$ cat src/design/pf_pkg.sv
`timescale 1ns / 1ps
// pf_pkg: sizes, codes and the command beat type shared by the packet FIFO.
// Depends on nothing; used by pf_front, pf_back and packet_fifo.

package pf_pkg;

	// Queue geometry
	localparam int SLOTS     = 16;
	localparam int MAX_BYTES = 64;

	localparam int SLOT_W  = (SLOTS > 1) ? $clog2(SLOTS) : 1;
	localparam int CNT_W   = $clog2(SLOTS + 1);
	localparam int IDX_W   = (MAX_BYTES > 1) ? $clog2(MAX_BYTES) : 1;
	localparam int LEN_W   = 7;
	localparam int ADDR_W  = SLOT_W + IDX_W;
	localparam int STORE_DEPTH = SLOTS * (2 ** IDX_W);

	// Fixed port widths
	localparam int FUNC_W     = 2;
	localparam int BYTE_W     = 8;
	localparam int STATUS_W   = 3;
	localparam int OUT_CNT_W  = 5;

	// Command queue between front and back
	localparam int Q_DEPTH = 4;
	localparam int Q_PTR_W = $clog2(Q_DEPTH);
	localparam int Q_CNT_W = $clog2(Q_DEPTH + 1);

	// Input operation codes
	localparam logic [FUNC_W-1:0] FUNC_PUSH  = 2'd0;
	localparam logic [FUNC_W-1:0] FUNC_POP   = 2'd1;
	localparam logic [FUNC_W-1:0] FUNC_CLEAR = 2'd2;

	// Result status codes
	localparam logic [STATUS_W-1:0] STAT_OK    = 3'd0;
	localparam logic [STATUS_W-1:0] STAT_FULL  = 3'd1;
	localparam logic [STATUS_W-1:0] STAT_LONG  = 3'd2;
	localparam logic [STATUS_W-1:0] STAT_POP   = 3'd3;
	localparam logic [STATUS_W-1:0] STAT_EMPTY = 3'd4;
	localparam logic [STATUS_W-1:0] STAT_CLEAR = 3'd5;

	typedef enum logic [1:0] {
		CMD_PUSH,
		CMD_POP,
		CMD_CLEAR
	} cmd_kind_t;

	typedef enum logic [1:0] {
		DROP_NONE,
		DROP_FULL,
		DROP_LONG
	} drop_t;

	typedef struct packed {
		cmd_kind_t          kind;
		logic [BYTE_W-1:0]  data;
		logic               bvalid;
		logic               last;
	} cmd_t;

endpackage

$ cat src/design/pf_front.sv
`timescale 1ns / 1ps
// pf_front: accepts input beats, decodes the operation and queues commands.
// Depends on pf_pkg.

module pf_front (
	input  logic                         clk,
	input  logic                         arst_n,
	input  logic                         in_valid,
	output logic                         in_stall,
	input  logic [pf_pkg::FUNC_W-1:0]    func,
	input  logic [pf_pkg::BYTE_W-1:0]    data_byte,
	input  logic                         byte_valid,
	input  logic                         last,
	output logic                         cmd_valid,
	output pf_pkg::cmd_t                 cmd,
	input  logic                         cmd_take
);

	pf_pkg::cmd_t                 q_mem_q [pf_pkg::Q_DEPTH];
	logic [pf_pkg::Q_PTR_W-1:0]   wr_ptr_q;
	logic [pf_pkg::Q_PTR_W-1:0]   rd_ptr_q;
	logic [pf_pkg::Q_CNT_W-1:0]   q_cnt_q;
	logic                         in_acc;
	logic                         keep;
	logic                         q_push;
	pf_pkg::cmd_t                 dec_cmd;

	// decode; an undefined code is swallowed
	always_comb begin
		dec_cmd.data   = data_byte;
		dec_cmd.bvalid = byte_valid;
		dec_cmd.last   = last;
		dec_cmd.kind   = pf_pkg::CMD_PUSH;
		keep           = 1'b1;
		unique case (func)
			pf_pkg::FUNC_PUSH:  dec_cmd.kind = pf_pkg::CMD_PUSH;
			pf_pkg::FUNC_POP:   dec_cmd.kind = pf_pkg::CMD_POP;
			pf_pkg::FUNC_CLEAR: dec_cmd.kind = pf_pkg::CMD_CLEAR;
			default:            keep         = 1'b0;
		endcase
	end

	assign in_stall  = (q_cnt_q == pf_pkg::Q_CNT_W'(pf_pkg::Q_DEPTH));
	assign in_acc    = in_valid && !in_stall;
	assign q_push    = in_acc && keep;
	assign cmd_valid = (q_cnt_q != '0);
	assign cmd       = q_mem_q[rd_ptr_q];

	// queue payload
	always_ff @(posedge clk) begin
		if (q_push) begin
			q_mem_q[wr_ptr_q] <= dec_cmd;
		end
	end

	// queue pointers and fill level
	always_ff @(posedge clk or negedge arst_n) begin
		if (!arst_n) begin
			wr_ptr_q <= '0;
			rd_ptr_q <= '0;
			q_cnt_q  <= '0;
		end else begin
			if (q_push) begin
				wr_ptr_q <= wr_ptr_q + pf_pkg::Q_PTR_W'(1);
			end
			if (cmd_take) begin
				rd_ptr_q <= rd_ptr_q + pf_pkg::Q_PTR_W'(1);
			end
			if (q_push && !cmd_take) begin
				q_cnt_q <= q_cnt_q + pf_pkg::Q_CNT_W'(1);
			end else if (cmd_take && !q_push) begin
				q_cnt_q <= q_cnt_q - pf_pkg::Q_CNT_W'(1);
			end
		end
	end

	a_take_nonempty: assert property (@(posedge clk) disable iff (!arst_n)
		cmd_take |-> q_cnt_q != '0)
		else $error("command taken from empty queue");

	a_level_bound: assert property (@(posedge clk) disable iff (!arst_n)
		q_cnt_q <= pf_pkg::Q_CNT_W'(pf_pkg::Q_DEPTH))
		else $error("command queue overfilled");

endmodule

$ cat config.mk
export PLATFORM = sky130hd
export DESIGN_NAME = pf_front
export DESIGN_NICKNAME = d
export VERILOG_FILES = /design/src/design/pf_pkg.sv /design/src/design/pf_front.sv
export SDC_FILE = /design/constraint.sdc
export NUM_CORES = 1
export LEC_CHECK = 0
export BUFFER_PORTS_ARGS = -buffer_cell sky130_fd_sc_hd__buf_2
export CORE_ASPECT_RATIO = 2
export CORE_MARGIN = 2
export CORE_UTILIZATION = 25
export DETAILED_ROUTE_END_ITERATION = 10
export RECOVER_POWER = 100
export SYNTH_ARGS = -nofsm -noshare
export SYNTH_HDL_FRONTEND = slang
export SYNTH_SLANG_ARGS = --single-unit
$ cat constraint.sdc
create_clock -name clk -period 1.9 [get_ports clk]
set_input_delay 0.38 -clock clk [delete_from_list [all_inputs] [get_ports clk]]
set_output_delay 0.38 -clock clk [all_outputs]
set_load 0.005 [all_outputs]
# Yosys cells after proc, flatten, opt, wreduce, memory -nomap -nowiden
# Memory sizes are Yosys's and may differ from the RTL's.
# Cells that the tools add are included.
# totals
n_memories	1
ramBits	48
output_inout_bits	14
in_bits	16
ff_bits	7
elab_cells	28
# memory_table
memory	depth	word_bits	read_ports	rd_clocked_by_memory_dff	write_ports	line	rtl
q_mem_q	4	12	1	0	1	pf_front.sv:19	pf_pkg::cmd_t q_mem_q [pf_pkg::Q_DEPTH];
# op_classes
reduce_logical	11
n_mux	6
eq_ne	3
add_sub_neg	4
# ops
op	n
$mux W3	2
$add A2 B1 Y2 const B	2
$logic_and A1 B1 Y1	4
$pmux W2 S2	1
$add A3 B1 Y3 const B	1
$eq A3 B3 Y1 const B	1
$logic_not A1 Y1	3
$mux W1	3
$reduce_bool A3 Y1	1
$reduce_or A3 Y1	1
$sub A3 B1 Y3 const B	1
$eq A2 B1 Y1 const B	1
$eq A2 B2 Y1 const B	1
$logic_not A2 Y1	1
$reduce_bool A2 Y1	1

# Depth between registers and ports, before layout
# Gate-level depths: netlist of run 1.
# logic_depth
ltp_word	8
ltp_mapped	8

# Worst setup path after synthesis of run 1
# OpenSTA, ideal clock, no wires.
# synth_path
kind	register -> register
from	register q_cnt_q[2] in the netlist's numbering
to	register q_cnt_q[2] in the netlist's numbering
required_ns	1.821
path_stages_with_launch	9
path_slack_ns	-0.059
path_buffers	0
setup_ns	0.079
period_less_slack_ns	1.959
t_arrival_ns	1.880
path_cell_list	dfrtp_1 > nor3b_4 > a211oi_4 > ha_1 > inv_1 > fa_1 > xor2_1 > nor2_1 > xor2_1
# synth_via
elab_chain_cells	7
elab_cells_between_ends	12
# synth_lines
item	line	rtl
start, declared	pf_front.sv:22	logic [pf_pkg::Q_CNT_W-1:0] q_cnt_q;
start signal, assigned	pf_front.sv:70	q_cnt_q <= q_cnt_q + pf_pkg::Q_CNT_W'(1);
start signal, assigned	pf_front.sv:72	q_cnt_q <= q_cnt_q - pf_pkg::Q_CNT_W'(1);
$eq A3 B3 Y1 (*)	pf_front.sv:43	assign in_stall = (q_cnt_q == pf_pkg::Q_CNT_W'(pf_pkg::Q_DEPTH));
named net in_stall	pf_front.sv:9	output logic in_stall,
$logic_not A1 Y1 (*)	pf_front.sv:44	assign in_acc = in_valid && !in_stall;
$logic_and A1 B1 Y1 (*)	pf_front.sv:44	
$logic_and A1 B1 Y1 (*)	pf_front.sv:45	assign q_push = in_acc && keep;
named net q_push	pf_front.sv:25	logic q_push;
$logic_not A1 Y1	pf_front.sv:71	end else if (cmd_take && !q_push) begin
$logic_and A1 B1 Y1	pf_front.sv:71	
$reduce_bool A2 Y1 (no line)	-	
# Mark *: on every way through the listed nets, which the timed path passes. The rest lies on a longest branch. The select of a mux whose other input is x is not followed.
# A chain may end at the register's enable or synchronous reset.

==> summary.txt, run 1 <==
Die
  • Core Box Area: 8590 sq um
  • # IOs: 30
  • Die H: 136 microns
  • Initial core utilization: 0.254
  • Num rows: 48
  • DIE AREA: 9550 sq um
  • Chip width: 70.1 microns

Timing
  • Fin. Hold Viols: 0
  • Max-slew headroom: 0.696
  • Final WS setup: 0.0297 ns
  • Final setup violation count: 0
  • Fmax: 535 MHz
  • Clock Skew: 0.00279 ns
  • Period utilisation layout: 0.984
  • Tmin final: 1.87 ns
  • RSZ-0062 raised after global routing: true
  • Fin. max-slew vios: 0
  • Slew @ Worst Pin: 0.456 ns
  • Worst hold-check slack: 0.302 ns

Setup path
  • Worst path max stage delay: 0.51 ns
  • Setup CP Type: flop to output pin
  • R2R setup slack: 0.06 ns
  • R2R Path Start: q_cnt_q[2]
  • Crit-path cells: buf_6 > mux4_2 > buf_2
  • R2r worst-path depth: 8
  • CP arrival: 1.49 ns
  • Crit start category: flop
  • Worst path buffer plus inverter count: 2
  • Setup crit end kind: output pin
  • Setup crit end: cmd[6]
  • Reg-to-reg endpoint: q_cnt_q[2]
  • Start point of the critical path: rd_ptr_q[0]
  • Crit path max-delay family: multiplexers
  • Crit Path Max Fanout: 5
  • Slowest cell on the critical path: mux4_2
  • Critical Path RT: 1.52 ns
  • Critical path depth: 3

Clock tree
  • Inserted Clock Buffers: 5
  • CTS H-tree lvls: 2
  • CTS clock-pin slew for the worst setup and hold paths: 0.06 ns
  • CTS tree: done
  • Clock sink count: 55
  • Clk root buf: clkbuf_16
  • Worst-Skew Late Latency: 0.28 ns
  • Clock tree buffer depth: 2

Detailed routing
  • Initial detailed-routing violation count: 27
  • Routed wire length: 3690 microns
  • DR vias/cell: 4.20
  • TritonRoute pass-1 iters: 4
  • DR DRC count: 0
  • Wire length per cell: 14.9 microns
  • Detail Route Antenna Nets: 0
  • Via count: 1037

Placed design
  • Post-placement cell area: 2520 sq um
  • DPL Wire Length: 2680 microns
  • Dpl ws: 0.00192 ns
  • GPL Wtd Cong: 0.649
  • Port Buffer Count: 29

Synth
  • Post-synthesis sequential area ratio: 0.740
  • Synthesized instance count: 100
  • Synth Register Bits: 55
  • Share of the synthesized area in the top cell type: 0.660
  • Yosys top cell by area: edfxtp_1
  • Post-Syn Nets: 122
  • Synth area leaders: edfxtp_1 (66%), mux4_2 (12%), dfrtp_1 (8.0%)
  • Synthesis Warnings: 0
  • Cell Area, Synth: 2180 sq um
  • Syn Area/Cell: 21.8 sq um
  • Cell variety after synth: 21

Power
  • Power Internal: 0.00276 W
  • Maximum vdd drop: 0.000993 V
  • PwrDens: 1410 nW/um^2
  • Comb pwr share: 0.315
  • P_sw: 0.00102 W
  • Post-layout power: 0.00377 W
  • Flop pwr share: 0.460
  • Leak: 0.946 nW
  • Sw frac: 0.270
  • Clk network pwr share: 0.225

Cells and area
  • Layout Nets: 168
  • Final core occ: 0.313
  • Ratio of cells with drive above 1 in the final layout: 0.401
  • Fillers: 836
  • FF+latch area: 1620 sq um
  • Multi-input logic area: 531 sq um
  • Area grow syn2layout: 22.9%
  • Ant diodes: 0
  • Fin area: 2690 sq um

Global route
  • GRT overflow: 0
  • Initial antenna violation count: 0
  • Tot GR Track Use: 0.0830
  • Global-route wire length before repair: 5920 microns
  • Vias in the first global route: 1173
  • Largest net degree at the start of global routing: 16

Job
  • Max_cap viols: 0

Min path
  • HP Class: input port to flop

Run status
  • Outcome: completed
[area by class of cell]
cell class | count | area share
inverters | 5 | 0.00699
clock inverters | 1 | 0.00186
flip-flops and latches | 55 | 0.603
well taps | 100 | 0.0466
multi-input cells | 37 | 0.198
repair buffers | 42 | 0.0946
clock buffers | 7 | 0.0494
[layer usage]
metal,GRT usage,routed length [microns],vias up
li1,-,-,476
met1,0.0841,1260,529
met4,0.0288,65,0
met5,0,0,-
met3,0.0252,185,6
met2,0.158,2180,26
[placed cells by master, fill, tap and decap left out, types with 2 or more instances in the layout]
master	netlist	final
dfrtp_1	7	5
inv_1	5	4
buf_2	1	17
clkbuf_16	0	5
clkbuf_1	0	14
and2_1	2	2
and2_2	2	2
buf_6	1	3
ha_1	5	4
edfxtp_1	48	48
dfrtp_2	0	2
xor2_1	3	3
nor2b_1	2	2
xnor2_1	3	3
buf_4	1	8
mux4_2	12	12
[flip-flops by register name, indices dropped and copies added (netlist names)]
register and cells:
q_cnt_q 3, q_mem_q 48, rd_ptr_q 2, wr_ptr_q 2
[kinds of logic (layout without fill, tap and decap cells)]
| family | count (synthesis) | count (layout) | share of synthesized area |
|---|---|---|---|
| AO/OA/AOI/OAI | 1 | 1 | 0.00916 |
| XOR/XNOR | 6 | 6 | 0.0241 |
| adder cells (fa/ha/maj) | 6 | 6 | 0.0378 |
| buffers and inverters | 8 | 55 | 0.0195 |
| flip-flops | 55 | 55 | 0.740 |
| multiplexers | 14 | 14 | 0.136 |
| AND/OR/NAND/NOR | 10 | 10 | 0.0338 |
[what timing repair did]
action | 4_1_cts | 5_1_grt
setup buffers | 1 | 2
gates resized for setup | 3 | 3
pin swaps | 0 | 2
hold endpoints to repair | 7 | 0
hold buffers | 1 | 0
endpoints found under the setup margin | 12 | 10
[cells in the mapped netlist]
cell type and n:
ha_1 5, a211oi_4 1, or3_2 1, mux2_2 1, nor3b_4 1, nor2b_1 2, edfxtp_1 48, buf_6 1
fa_1 1, xor2_1 3, and2_2 2, and2_1 2, xnor2_1 3, nand2_1 1, buf_4 1, nor2_1 1
buf_2 1, inv_1 5, mux2_4 1, mux4_2 12, dfrtp_1 7
[power by group through the flow]
stage / sequential [W] / clock (W) / combinational (W)
global placement: 0.00176 / 0 / 0.00115
finish: 0.00174 / 0.000850 / 0.00119
global route: 0.00176 / 0.000926 / 0.00131
CTS: 0.00174 / 0.000885 / 0.00120
floorplan: 0.00169 / 0 / 0.000762
detailed placement: 0.00177 / 0 / 0.00116
[stage by stage]
stage	setup TNS (ns)	instances
2_1_floorplan	0	100
3_3_place_gp	0	235
3_5_place_dp	0	235
4_1_cts	-0.00383	245
5_1_grt	-0.180	247
6_report	0	247
[worst min path at each step]
stage                     startpoint          end  cells after the start
after floorplan               arst_n   q_cnt_q[0]                      0
after CTS                   cmd_take  rd_ptr_q[0]                      2
after detailed placement      arst_n  wr_ptr_q[1]                      1
after global placement        arst_n  wr_ptr_q[1]                      1
final                       cmd_take  rd_ptr_q[0]                      2
after global routing        cmd_take  rd_ptr_q[0]                      2
(Power assumes the default switching activity.)
==> run 2, diff against run 1 <==
CORE_UTILIZATION = 50   (was 25)
PLACE_DENSITY = 0.74   (was unset)
==> run 2 against run 1 <==
Via count decreased by 3.0%. Maximum frequency decreased by 1.1%. Largest power group unchanged. Sequential power about the same. Critical endpoint is now cmd[10].
==> summary.txt, run 2 (same netlist as run 1, synthesis figures left out) <==
Detailed routing
  • Wire length per cell: 16.0 microns
  • Routed wire length: 3110 microns
  • Detail Route Antenna Nets: 0
  • Via count: 1006
  • Initial detailed-routing violation count: 13
  • DR vias/cell: 5.16
  • DR DRC count: 0
  • TritonRoute pass-1 iters: 3

Die
  • Num rows: 34
  • Initial core utilization: 0.514
  • DIE AREA: 4950 sq um
  • # IOs: 30
  • Core Box Area: 4250 sq um
  • Chip width: 50.7 microns
  • Die H: 97.5 microns

Setup path
  • Crit path max-delay family: multiplexers
  • Setup crit end kind: output pin
  • Crit-path cells: buf_12 > mux4_2 > buf_2
  • Setup CP Type: flop to output pin
  • Worst path max stage delay: 0.51 ns
  • Crit Path Max Fanout: 14
  • CP arrival: 1.51 ns
  • Critical Path RT: 1.52 ns
  • Worst path buffer plus inverter count: 2
  • Crit start category: flop
  • Slowest cell on the critical path: mux4_2

Clock tree
  • CTS tree: done
  • Clock tree buffer depth: 2
  • Clk root buf: clkbuf_8
  • Inserted Clock Buffers: 5
  • Worst-Skew Late Latency: 0.30 ns
  • Clock sink count: 55
  • CTS H-tree lvls: 2
  • CTS clock-pin slew for the worst setup and hold paths: 0.09 ns

Placed design
  • Dpl ws: 0.0169 ns
  • GPL Wtd Cong: 0.677
  • Placed Instances: 186
  • Post-placement cell area: 2440 sq um
  • DPL Wire Length: 2090 microns
  • Port Buffer Count: 29

Power
  • Maximum vdd drop: 0.000923 V
  • Post-layout power: 0.00354 W
  • PwrDens: 1390 nW/um^2
  • Leak: 0.904 nW

Timing
  • Fmax: 529 MHz
  • Fin. Hold Viols: 0
  • Period utilisation layout: 0.995
  • Sum Neg Setup Slack: 0 ns
  • Tmin final: 1.89 ns
  • Slew @ Worst Pin: 0.367 ns
  • RSZ-0062 raised after global routing: true
  • Max-slew headroom: 0.756
  • Fin. max-slew vios: 0
  • Final setup violation count: 0
  • Clock Skew: 0.00993 ns
  • Final WS setup: 0.00879 ns

Cells and area
  • Ratio of cells with drive above 1 in the final layout: 0.376
  • Largest registers: q_mem_q: 48 flops, q_cnt_q: 3 flops
  • Fillers: 334
  • Ant diodes: 0
  • Commonest cells after routing, fill and taps aside: edfxtp_1 (48), buf_2 (17), clkbuf_1 (13)
  • Layout Nets: 163
  • Fin area: 2540 sq um
  • Largest register FFs: 48
  • Commonest non-fill, non-tap cell in the layout: edfxtp_1
  • Area grow syn2layout: 16.4%
  • Layout Cells excl Fill: 195
  • Largest Register: q_mem_q

Global route
  • Largest net degree at the start of global routing: 16
  • Global-route wire length before repair: 4990 microns
  • GRT overflow: 0
  • Tot GR Track Use: 0.144
  • Vias in the first global route: 1027
  • Initial antenna violation count: 0

Job
  • Max_cap viols: 0

Run status
  • Outcome: completed

Min path
  • HP Class: input port to flop
## run 2: through the flow
step	utilization	hold slack (ns)
floorplan	-	0.0844
global placement	0.573	0.225
detailed placement	0.573	0.222
CTS	0.599	0.274
global route	0.598	0.286
finish	0.598	0.298
## run 2: cell type report
| cell class | count | area, sq um | area share |
|---|---|---|---|
| Multi-Input combinational cell | 37 | 531 | 0.209 |
| Tap cell | 54 | 67.6 | 0.0266 |
| Timing Repair Buffer | 37 | 205 | 0.0807 |
| Clock inverter | 1 | 30.0 | 0.0118 |
| Inverter | 5 | 18.8 | 0.00738 |
| Clock buffer | 6 | 72.6 | 0.0285 |
| Sequential cell | 55 | 1620 | 0.636 |
## run 2: path summary, 6_finish.rpt
path                              from           to  slack (ns)  cells after the start
setup / recovery           rd_ptr_q[0]      cmd[10]       0.009                      3
hold / removal                cmd_take  rd_ptr_q[0]        0.30                      2
setup reg to reg            q_cnt_q[2]   q_cnt_q[2]        0.09                      8
hold reg to reg             q_cnt_q[2]   q_cnt_q[2]        0.59                      2
max in group asynchronous       arst_n  rd_ptr_q[1]        1.11                      2
min in group asynchronous       arst_n   q_cnt_q[0]        0.49                      2
## run 2: repair_timing
item,4_1_cts,5_1_grt
endpoints found under the setup margin,12,13
setup buffers,0,1
resized for setup,1,1
cloned,0,0
hold buffers,1,0
pin swaps,0,3
endpoints found under the hold margin,7,0
## run 2: power by group
| group | internal [W] | total (W) | switching [W] | leakage, nW |
|---|---|---|---|---|
| clock network | 0.000386 | 0.000713 | 0.000327 | 0.0513 |
| logic | 0.000641 | 0.00110 | 0.000456 | 0.333 |
| registers | 0.00157 | 0.00173 | 0.000157 | 0.520 |
## run 2: per-layer routing
metal  wire length (microns)  vias to the layer above  GRT usage
met3                     147                        5     0.0385
met4                      55                        0     0.0561
li1                        -                      465          -
met1                    1220                      510      0.174
met2                    1690                       26      0.240
met5                       0                        -          0
==> run 3, diff against run 2 <==
CORE_UTILIZATION = 35   (was 50)
PLACE_DENSITY = unset   (was 0.74)
SKIP_LAST_GASP = 1   (was unset)
==> run 3 against run 2 <==
Via count grew 2.1%. Utilization decreased by 16 points. Non-clock buffer count rose by 2. Design area increased by 3.0%. Maximum frequency is 0.12% higher. Wire length is 16% higher. Clock-buffer cell count fell by 1. Worst setup slack better by 0.0022 ns. Critical path depth is the same. Sequential cell count is the same. Largest power group unchanged. First-iteration DRC count rose by 15%. Cell count up 6.2%.
==> summary.txt, run 3 (same netlist as run 1, synthesis figures left out) <==
Run status
  • Outcome: completed

Cells and area
  • Largest register FFs: 48
  • Fin area: 2620 sq um
  • Layout Nets: 165
  • Commonest non-fill, non-tap cell in the layout: edfxtp_1
  • Commonest cells after routing, fill and taps aside: edfxtp_1 (48), buf_2 (17), clkbuf_1 (14)
  • Largest Register: q_mem_q
  • Ratio of cells with drive above 1 in the final layout: 0.361
  • Ant diodes: 0
  • Largest registers: q_mem_q: 48 flops, q_cnt_q: 3 flops
  • Area grow syn2layout: 19.9%

Min path
  • HP Class: input port to flop

Global route
  • Largest net degree at the start of global routing: 17
  • Tot GR Track Use: 0.120
  • Initial antenna violation count: 0
  • Global-route wire length before repair: 5790 microns
  • Vias in the first global route: 1185
  • GRT overflow: 0

Setup path
  • Setup crit end kind: output pin
  • Start point of the critical path: rd_ptr_q[0]
  • Worst path buffer plus inverter count: 2
  • Crit path max-delay family: multiplexers
  • Crit start category: flop
  • CP arrival: 1.51 ns
  • Critical Path RT: 1.52 ns
  • Setup crit end: cmd[1]
  • Slowest cell on the critical path: mux4_2
  • Reg-to-reg endpoint: q_cnt_q[2]
  • R2R setup slack: 0.04 ns
  • Critical path depth: 3
  • Crit Path Max Fanout: 12
  • Crit-path cells: buf_12 > mux4_2 > buf_2
  • R2R Path Start: q_cnt_q[2]
  • Setup CP Type: flop to output pin
  • Worst path max stage delay: 0.51 ns
  • R2r worst-path depth: 8

Detailed routing
  • Routed wire length: 3610 microns
  • Wire length per cell: 17.4 microns
  • Via count: 1027
  • DR vias/cell: 4.96
  • Detail Route Antenna Nets: 0
  • DR DRC count: 0
  • Initial detailed-routing violation count: 15
  • TritonRoute pass-1 iters: 4

Power
  • Power Internal: 0.00282 W
  • Comb pwr share: 0.297
  • Sw frac: 0.266
  • PwrDens: 1470 nW/um^2
  • Leak: 0.935 nW
  • Clk network pwr share: 0.260
  • P_sw: 0.00102 W
  • Flop pwr share: 0.443
  • Maximum vdd drop: 0.000677 V
  • Post-layout power: 0.00385 W

Timing
  • Max-slew headroom: 0.714
  • Fin. Hold Viols: 0
  • Fin. max-slew vios: 0
  • Final setup violation count: 0
  • RSZ-0062 raised after global routing: true
  • Period utilisation layout: 0.994
  • Fmax: 529 MHz
  • Clock Skew: 0.00684 ns
  • Slew @ Worst Pin: 0.429 ns
  • Tmin final: 1.89 ns

Placed design
  • Post-placement cell area: 2450 sq um
  • DPL Wire Length: 2670 microns
  • GPL Wtd Cong: 0.749
  • Port Buffer Count: 29

Clock tree
  • Worst-Skew Late Latency: 0.29 ns
  • Clock sink count: 55
  • Clk root buf: clkbuf_16
  • Inserted Clock Buffers: 5
  • CTS tree: done
  • CTS clock-pin slew for the worst setup and hold paths: 0.06 ns
  • CTS H-tree lvls: 2
  • Clock tree buffer depth: 2

Die
  • Core Box Area: 6010 sq um
  • # IOs: 30
  • Initial core utilization: 0.364
  • Chip width: 59.9 microns
  • DIE AREA: 6930 sq um
  • Die H: 116 microns
  • Num rows: 40

Job
  • Max_cap viols: 0
run 3: timing repair:
| item | 4_1_cts | 5_1_grt |
|---|---|---|
| buffers inserted | 2 | 0 |
| resized for setup | 0 | 1 |
| hold buffers | 1 | 0 |
| pin swaps | 1 | 3 |
| cloned | 0 | 0 |
| endpoints found under the setup margin | 13 | 14 |
| endpoints found under the hold margin | 7 | 0 |
run 3: power by group through the flow:
stage / logic, W / clock network [W] / registers (W)
after floorplan: 0.000762 / 0 / 0.00169
after global placement: 0.00111 / 0 / 0.00171
after detailed placement: 0.00118 / 0 / 0.00174
after CTS: 0.00120 / 0.00103 / 0.00171
after global routing: 0.00127 / 0.00107 / 0.00173
final: 0.00114 / 0.000999 / 0.00170
run 3: layer usage:
metal,track usage,part of all wire
met3,0.0301,0.025
met5,0,0
met2,0.226,0.59
met1,0.109,0.35
met4,0.0637,0.029
run 3: final cells by class:
| class | count | area (sq um) |
|---|---|---|
| fill | 537 | 3390 |
| sequential | 55 | 1620 |
| multi-input combinational | 37 | 531 |
| timing repair buffer | 39 | 210 |
| clock buffer | 5 | 125 |
| tap | 63 | 78.8 |
| clock inverter | 3 | 38.8 |
| inverter | 5 | 18.8 |
run 3: how the worst min path moves through the flow:
stage	slack [ns]	cells after the start	to	from
5_1_grt	0.33	2	rd_ptr_q[0]	cmd_take
3_5_place_dp	0.23	1	q_cnt_q[1]	arst_n
4_1_cts	0.30	1	q_mem_q[2][8]	data_byte[6]
3_3_place_gp	0.22	1	q_cnt_q[1]	arst_n
6_report	0.31	2	rd_ptr_q[0]	cmd_take
2_1_floorplan	0.08	0	q_cnt_q[0]	arst_n
run 3: per-stage QoR:
step	cells	utilization	hold WS [ns]	setup TNS, ns	setup slack [ns]
final	207	0.436	0.309	0	0.0110
after global routing	207	0.436	0.332	-0.659	-0.0510
after CTS	207	0.440	0.302	-0.0239	-0.0121
after detailed placement	196	0.409	0.230	-0.0181	-0.0181
after global placement	196	0.409	0.221	0	0.0926
after floorplan	100	-	0.0844	0	0.0149
